==> config.mk <==
export PLATFORM = sky130hd
export DESIGN_NAME = indexed_list_store
export DESIGN_NICKNAME = d
export VERILOG_FILES = /design/src/sv/ils_pkg.sv /design/src/sv/ils_cell.sv /design/src/sv/indexed_list_store.sv
export SDC_FILE = /design/constraint.sdc
export NUM_CORES = 1
export LEC_CHECK = 0
export BUFFER_PORTS_ARGS = -buffer_cell sky130_fd_sc_hd__buf_2
export CAP_MARGIN = 20
export CORE_UTILIZATION = 60
export DETAILED_ROUTE_END_ITERATION = 16
export HOLD_SLACK_MARGIN = 0.06
export PLACE_DENSITY = 0.77
export SETUP_SLACK_MARGIN = 0.4
export SLEW_MARGIN = 30
export SYNTH_ARGS = -nofsm -noshare
export SYNTH_HDL_FRONTEND = slang
export SYNTH_SLANG_ARGS = --single-unit
==> constraint.sdc <==
create_clock -name aclk -period 9.64 [get_ports aclk]
set_clock_uncertainty 0.05 [all_clocks]
set_input_delay 0.482 -clock aclk [delete_from_list [all_inputs] [get_ports aclk]]
set_output_delay 0.482 -clock aclk [all_outputs]
set_load 0.005 [all_outputs]
==> src/sv/ils_pkg.sv <==
// Shared types and constants for the indexed list store.
package ils_pkg;

    localparam int DEFAULT_DEPTH = 16;
    localparam int ENTRY_W       = 32;
    localparam int POS_W         = 5;
    localparam int COUNT_OUT_W   = 5;

    typedef enum logic [2:0] {
        MODE_PUSH_BACK  = 3'd0,
        MODE_PUSH_FRONT = 3'd1,
        MODE_POP_FRONT  = 3'd2,
        MODE_POP_BACK   = 3'd3,
        MODE_INSERT     = 3'd4,
        MODE_REMOVE     = 3'd5,
        MODE_READ       = 3'd6,
        MODE_CLEAR      = 3'd7
    } mode_t;

    typedef enum logic [1:0] {
        ST_OK    = 2'd0,
        ST_FULL  = 2'd1,
        ST_EMPTY = 2'd2,
        ST_RANGE = 2'd3
    } status_t;

    typedef enum logic [1:0] {
        SH_HOLD  = 2'd0,
        SH_OPEN  = 2'd1,
        SH_CLOSE = 2'd2
    } shift_op_t;

    typedef struct packed {
        shift_op_t          op;
        logic [ENTRY_W-1:0] value;
    } cell_ctrl_t;

endpackage

==> src/sv/ils_cell.sv <==
// One storage cell of the list, moving its entry to or from its neighbours.
module ils_cell #(
    parameter int DEPTH = ils_pkg::DEFAULT_DEPTH,
    parameter int INDEX = 0
) (
    input  logic                         aclk,
    input  ils_pkg::cell_ctrl_t          ctrl,
    input  logic [$clog2(DEPTH)-1:0]     idx,
    input  logic [ils_pkg::ENTRY_W-1:0]  left_data,
    input  logic [ils_pkg::ENTRY_W-1:0]  right_data,
    output logic [ils_pkg::ENTRY_W-1:0]  entry
);

    localparam int IW = $clog2(DEPTH);
    localparam logic [IW-1:0] MY_INDEX = IW'(INDEX);

    logic [ils_pkg::ENTRY_W-1:0] entry_reg;

    // Entries at or above the count hold stale data and are never read.
    always_ff @(posedge aclk) begin
        unique case (ctrl.op)
            ils_pkg::SH_OPEN: begin
                if (MY_INDEX > idx) begin
                    entry_reg <= left_data;
                end else if (MY_INDEX == idx) begin
                    entry_reg <= ctrl.value;
                end
            end
            ils_pkg::SH_CLOSE: begin
                if (MY_INDEX >= idx) begin
                    entry_reg <= right_data;
                end
            end
            default: begin
                entry_reg <= entry_reg;
            end
        endcase
    end

    assign entry = entry_reg;

endmodule

==> src/sv/indexed_list_store.sv <==
// Indexed list store: a row of cells holding an ordered list with a count.
// The result of a command is registered and shows in the cycle after acceptance.
// Throughput: one command per cycle while the result register is taken at once;
// the whole row of cells shifts in the accepting cycle, and the read mux sets the path.
// Reset clears the count and the result valid flag and holds s_ready low;
// entry contents are not cleared.
module indexed_list_store #(
    parameter int DEPTH = ils_pkg::DEFAULT_DEPTH
) (
    input  logic                              aclk,
    input  logic                              aresetn,
    input  logic                              s_valid,
    output logic                              s_ready,
    input  logic [2:0]                        s_mode,
    input  logic [ils_pkg::POS_W-1:0]         s_position,
    input  logic signed [ils_pkg::ENTRY_W-1:0] s_item_value,
    output logic                              m_valid,
    input  logic                              m_ready,
    output logic [1:0]                        m_status,
    output logic signed [ils_pkg::ENTRY_W-1:0] m_taken_value,
    output logic [ils_pkg::COUNT_OUT_W-1:0]   m_entry_count
);

    localparam int IW = $clog2(DEPTH);
    localparam int CW = $clog2(DEPTH + 1);
    localparam int PW = (CW > ils_pkg::POS_W) ? CW : ils_pkg::POS_W;

    logic [CW-1:0]                  held_count_reg;
    logic [CW-1:0]                  count_next;
    logic                           m_valid_reg;
    ils_pkg::status_t               status_reg;
    ils_pkg::status_t               status_next;
    logic [ils_pkg::ENTRY_W-1:0]    taken_reg;
    logic [ils_pkg::ENTRY_W-1:0]    taken_next;
    logic [ils_pkg::COUNT_OUT_W-1:0] entry_count_reg;

    logic                           accept;
    logic                           full;
    logic                           empty;
    logic [PW-1:0]                  pos_ext;
    logic [PW-1:0]                  cnt_ext;
    logic [PW-1:0]                  cnt_next_ext;
    logic [PW-1:0]                  target_ext;
    logic [IW-1:0]                  target_idx;
    logic                           take_value;
    ils_pkg::shift_op_t             shift_op;
    ils_pkg::cell_ctrl_t            ctrl;
    logic [ils_pkg::ENTRY_W-1:0]    entry_q [DEPTH];

    assign accept  = s_valid && s_ready;
    assign s_ready = aresetn && (!m_valid_reg || m_ready);
    assign full    = (held_count_reg == CW'(DEPTH));
    assign empty   = (held_count_reg == '0);
    assign pos_ext = PW'(s_position);
    assign cnt_ext = PW'(held_count_reg);

    always_comb begin
        status_next = ils_pkg::ST_OK;
        shift_op    = ils_pkg::SH_HOLD;
        target_ext  = pos_ext;
        take_value  = 1'b0;
        count_next  = held_count_reg;
        unique case (ils_pkg::mode_t'(s_mode))
            ils_pkg::MODE_PUSH_BACK, ils_pkg::MODE_PUSH_FRONT: begin
                target_ext = (ils_pkg::mode_t'(s_mode) == ils_pkg::MODE_PUSH_BACK)
                             ? cnt_ext : '0;
                if (full) begin
                    status_next = ils_pkg::ST_FULL;
                end else begin
                    shift_op = ils_pkg::SH_OPEN;
                end
            end
            ils_pkg::MODE_POP_FRONT, ils_pkg::MODE_POP_BACK: begin
                target_ext = (ils_pkg::mode_t'(s_mode) == ils_pkg::MODE_POP_FRONT)
                             ? '0 : cnt_ext - PW'(1);
                if (empty) begin
                    status_next = ils_pkg::ST_EMPTY;
                end else begin
                    shift_op   = ils_pkg::SH_CLOSE;
                    take_value = 1'b1;
                end
            end
            ils_pkg::MODE_INSERT: begin
                if (full) begin
                    status_next = ils_pkg::ST_FULL;
                end else if (pos_ext > cnt_ext) begin
                    status_next = ils_pkg::ST_RANGE;
                end else begin
                    shift_op = ils_pkg::SH_OPEN;
                end
            end
            ils_pkg::MODE_REMOVE, ils_pkg::MODE_READ: begin
                if (empty) begin
                    status_next = ils_pkg::ST_EMPTY;
                end else if (pos_ext >= cnt_ext) begin
                    status_next = ils_pkg::ST_RANGE;
                end else begin
                    take_value = 1'b1;
                    if (ils_pkg::mode_t'(s_mode) == ils_pkg::MODE_REMOVE) begin
                        shift_op = ils_pkg::SH_CLOSE;
                    end
                end
            end
            default: begin
                count_next = '0;
            end
        endcase
        if (shift_op == ils_pkg::SH_OPEN) begin
            count_next = held_count_reg + CW'(1);
        end else if (shift_op == ils_pkg::SH_CLOSE) begin
            count_next = held_count_reg - CW'(1);
        end
    end

    // A target is only used on a successful command, where it lies below DEPTH.
    assign target_idx   = target_ext[IW-1:0];
    assign taken_next   = take_value ? entry_q[target_idx] : '0;
    assign cnt_next_ext = PW'(count_next);

    assign ctrl.op    = accept ? shift_op : ils_pkg::SH_HOLD;
    assign ctrl.value = s_item_value;

    for (genvar g = 0; g < DEPTH; g++) begin : g_cell
        logic [ils_pkg::ENTRY_W-1:0] left_w;
        logic [ils_pkg::ENTRY_W-1:0] right_w;
        if (g == 0) begin : g_first
            assign left_w = entry_q[g];
        end else begin : g_inner_l
            assign left_w = entry_q[g-1];
        end
        if (g == DEPTH - 1) begin : g_last
            assign right_w = entry_q[g];
        end else begin : g_inner_r
            assign right_w = entry_q[g+1];
        end
        ils_cell #(
            .DEPTH (DEPTH),
            .INDEX (g)
        ) u_cell (
            .aclk       (aclk),
            .ctrl       (ctrl),
            .idx        (target_idx),
            .left_data  (left_w),
            .right_data (right_w),
            .entry      (entry_q[g])
        );
    end

    always_ff @(posedge aclk) begin
        if (!aresetn) begin
            held_count_reg <= '0;
            m_valid_reg    <= 1'b0;
        end else begin
            if (accept) begin
                held_count_reg <= count_next;
                m_valid_reg    <= 1'b1;
            end else if (m_ready) begin
                m_valid_reg <= 1'b0;
            end
        end
    end

    always_ff @(posedge aclk) begin
        if (accept) begin
            status_reg      <= status_next;
            taken_reg       <= taken_next;
            entry_count_reg <= cnt_next_ext[ils_pkg::COUNT_OUT_W-1:0];
        end
    end

    assign m_valid       = m_valid_reg;
    assign m_status      = status_reg;
    assign m_taken_value = taken_reg;
    assign m_entry_count = entry_count_reg;

    a_count_bound: assert property (@(posedge aclk) disable iff (!aresetn)
        held_count_reg <= CW'(DEPTH))
        else $error("held count exceeds the list depth");

    a_result_follows: assert property (@(posedge aclk) disable iff (!aresetn)
        accept |=> m_valid)
        else $error("accepted transaction produced no result");

    a_fail_keeps_count: assert property (@(posedge aclk) disable iff (!aresetn)
        (accept && status_next != ils_pkg::ST_OK) |=> $stable(held_count_reg))
        else $error("failed command changed the count");

    a_clear_empties: assert property (@(posedge aclk) disable iff (!aresetn)
        (accept && s_mode == ils_pkg::MODE_CLEAR) |=> (held_count_reg == '0))
        else $error("clear left entries in the list");

    a_count_reported: assert property (@(posedge aclk) disable iff (!aresetn)
        accept |=> (m_entry_count == cnt_ext[ils_pkg::COUNT_OUT_W-1:0]))
        else $error("reported count differs from the held count");

endmodule
==> summary.md <==
| Metric | Value |
|---|---|
| Outcome | `complete, no violations` |
| FF/Latch Area | `16,670 sq um` |
| Area used by multi-input combinational logic | `15,100 sq um` |
| Leading area contributor after synthesis | `edfxtp_1` |
| RSZ-0062 raised after global routing | `false` |
| Initial antenna violation count | `1` |
| Cell count of the worst reg-to-reg path | `13` |
| Post_cts resized | `0` |
| Final wirelength | `100.4 mm` |
| Clock buffer depth | `3` |
| DRC Markers | `0` |
| Lkg Pwr | `12.58 nW` |
| Hold slack | `0.1215 ns` |
| Post-synth top cells | `a21oi_1, nand2_1, edfxtp_1, nor2b_1, a22oi_1` |
| Fmax | `0.1795 GHz` |
| Reg2Reg Capture Point | `g_cell[10].u_cell.entry[30]` |
| Ys flop type | `edfxtp_1` |
| CTS root buf | `clkbuf_16` |
| Final setup TNS | `0 ns` |
| Sequential Power Share | `0.442` |
| Final antenna-violating net count | `0` |
| Hold Crit Depth | `3` |
| Post-synth net total | `3,439` |
| First-pass GRT wire length | `153.9 mm` |
| Dpl ws | `4.112 ns` |
| Via count | `27,550` |
| Setup violators final | `0` |
| Switching fraction of total power | `0.3046` |
| Psw | `2.039 mW` |
| Most numerous cell in the Yosys netlist | `a21oi_1` |
| Crit share post-route | `0.5779` |
| Die Y-Extent | `235.7 um` |
| Nets | `3,329` |
| Top post-synthesis cells by area | `edfxtp_1, a21oi_1, nand2_1, nor2b_1, a22oi_1` |
| Clk Latency, worst-skew pair | `0.64 ns` |
| Final hold viol count | `0` |
| Reg-to-Reg Start | `cnt_ext[0]` |
| Worst setup SP type | `register` |
| Row count | `85` |
| Post-synthesis cell count | `3,386` |
| P_int | `4.656 mW` |
| Crit. End Element | `register` |
| Grt total ovfl | `0` |
| Crit path kind | `register to register` |
| Vias per Instance | `6.844` |
| Slew Limit Headroom | `0.2878` |
| Area growth syn-to-layout | `8.757%` |
| Fill cell count | `4,146` |
| Netlist cell types | `62` |
| IO Count | `85` |
| Final Max Tran Viols | `0` |
| DR iter-0 viols | `3,813` |
| HPWL after DPL | `57.44 mm` |
| Post-synth ARST share | `0` |
| EDFF count, synth | `551` |
| GR Util All Layers | `0.3546` |
| Total CTS buffers | `61` |
| Routability cong. | `0.8895` |
| H-tree depth | `2` |
| Die Wd | `235.7 um` |
| Largest net degree at the start of global routing | `274` |
| Synth Area per Inst | `9.680 sq um` |
| Cell Area, Synth | `32,780 sq um` |
| Post-layout min period | `5.571 ns` |
| Synthesized flop and latch total | `557` |
| Sink Count | `557` |
| Maximum vdd drop | `153.1 uV` |
| FF-to-FF setup slack | `4.07 ns` |
| Power share of the combinational group | `0.214` |
| Setup ws final | `4.069 ns` |
| Critical Path RT | `9.93 ns` |
| Max Cap Viol | `0` |
| Post-synth top area share | `0.5048` |
| Clk network pwr share | `0.345` |
| Share of layout cells above drive strength 1 | `0.1211` |
| CTS clk-pin slew, worst paths | `0.06 ns` |
| Die footprint | `55,570 sq um` |
| Hold Crit Start | `m_ready` |
| Vias in the first global route | `26,530` |
| Buffers on Ports | `84` |
| Wire per inst | `24.95 um` |
| Max FFs per register | `512` |
| Starting Density | `0.6079` |
| Power per cell area | `187.8 nW/um^2` |
| Pre-antenna DRT Iters | `6` |
| Warnings, synthesis | `0` |
| CP Max Fanout | `243` |
| Worst Hold Endpoint | `m_valid` |
| Arr. time, crit path | `5.86 ns` |
| Core footprint | `53,920 sq um` |
| CTS tree | `done` |
| Sequential fraction of the synthesis area | `0.5085` |
| Worst slew pin tran | `1.068 ns` |
| Worst hold path type | `input pin to register` |
layout by cell type (no fill, tap or decap), types with 11 or more instances in the layout:
cell type / netlist / routed
clkinv_1: 0 / 17
mux2_1: 66 / 66
clkbuf_1: 188 / 18
buf_2: 89 / 84
o21ai_0: 69 / 69
a21oi_4: 0 / 17
nand2_1: 663 / 662
a21oi_1: 821 / 807
edfxtp_1: 551 / 551
clkbuf_16: 0 / 62
nor2b_1: 261 / 261
buf_4: 9 / 38
mux2_2: 127 / 127
inv_1: 12 / 11
o21ai_1: 67 / 63
a22oi_1: 192 / 192
mux2i_1: 129 / 129
worst max path at each step:
| stage | from | endpoint | slack [ns] | depth (start not counted) |
|---|---|---|---|---|
| global route | cnt_ext[0] | g_cell[10].u_cell.entry[23] | 3.71 | 13 |
| finish | cnt_ext[0] | g_cell[10].u_cell.entry[30] | 4.07 | 13 |
| floorplan | aresetn | g_cell[1].u_cell.entry[0] | 4.39 | 11 |
| global placement | cnt_ext[0] | g_cell[10].u_cell.entry[30] | 4.29 | 13 |
| CTS | cnt_ext[0] | g_cell[10].u_cell.entry[30] | 4.10 | 13 |
| detailed placement | cnt_ext[0] | g_cell[10].u_cell.entry[30] | 4.11 | 13 |
final cells by class:
cell class / instances / area share
clock buffers: 80 / 0.04542
well taps: 696 / 0.02443
flip-flops and latches: 557 / 0.4675
multi-input cells: 2505 / 0.4237
repair buffers: 139 / 0.02920
inverters: 12 / 0.001264
clock inverters: 35 / 0.008389
diodes: 1 / 0.00007020
stage by stage:
stage	cell area [sq um]	cells	total power, mW	util
2_1_floorplan	32780	3386	3.922	-
3_3_place_gp	33480	3900	4.320	0.6208
3_5_place_dp	33630	3905	4.381	0.6236
4_1_cts	35550	4021	6.656	0.6594
5_1_grt	35650	4025	6.881	0.6611
6_report	35650	4025	6.695	0.6611
power by group through the flow:
stage          sequential, mW  combinational, mW  clock [mW]
2_1_floorplan            2.97              0.947           0
3_3_place_gp             3.00               1.32           0
3_5_place_dp             3.00               1.38           0
4_1_cts                  2.95               1.39        2.32
5_1_grt                  2.97               1.52        2.39
6_report                 2.96               1.43        2.31
critical path, stage by stage, from the launching register on:
cell and delay (ns):
dfxtp_1 0.51, inv_1 0.11, ha_1 0.27, or4b_1 0.33, nand3_1 0.17, o31a_1 0.37, or3_1 0.39, inv_1 0.13
ha_4 0.66, buf_12 0.64, nor2_1 0.25, nor2_1 0.63, a21oi_4 0.31, buf_4 0.35
cell families (layout without fill, tap and decap cells):
kind of cell / after synthesis / count (layout) / share of synthesized area
simple gates: 985 / 985 / 0.1375
other cells: 0 / 1 / 0
compound gates: 1187 / 1187 / 0.2008
flops: 557 / 557 / 0.5085
fa+ha+maj: 9 / 9 / 0.003436
xor+xnor: 2 / 2 / 0.0005345
buf+inv: 324 / 266 / 0.04359
mux: 322 / 322 / 0.1057
per-layer routing:
layer  vias up  wire length, um  track usage  part of all wire
li1      12080                -            -                 -
met3       360            11570      0.07094              0.12
met5         -                0            0                 0
met4         0             4822       0.1826             0.048
met2      1910            46080       0.5569              0.46
met1     13200            37950       0.4681              0.38
timing repair:
| item | in CTS | in global routing |
|---|---|---|
| setup buffers | 0 | 0 |
| hold endpoints to repair | 1 | 0 |
| hold buffers | 1 | 0 |
Note: power is estimated with default switching activity, not from simulation.
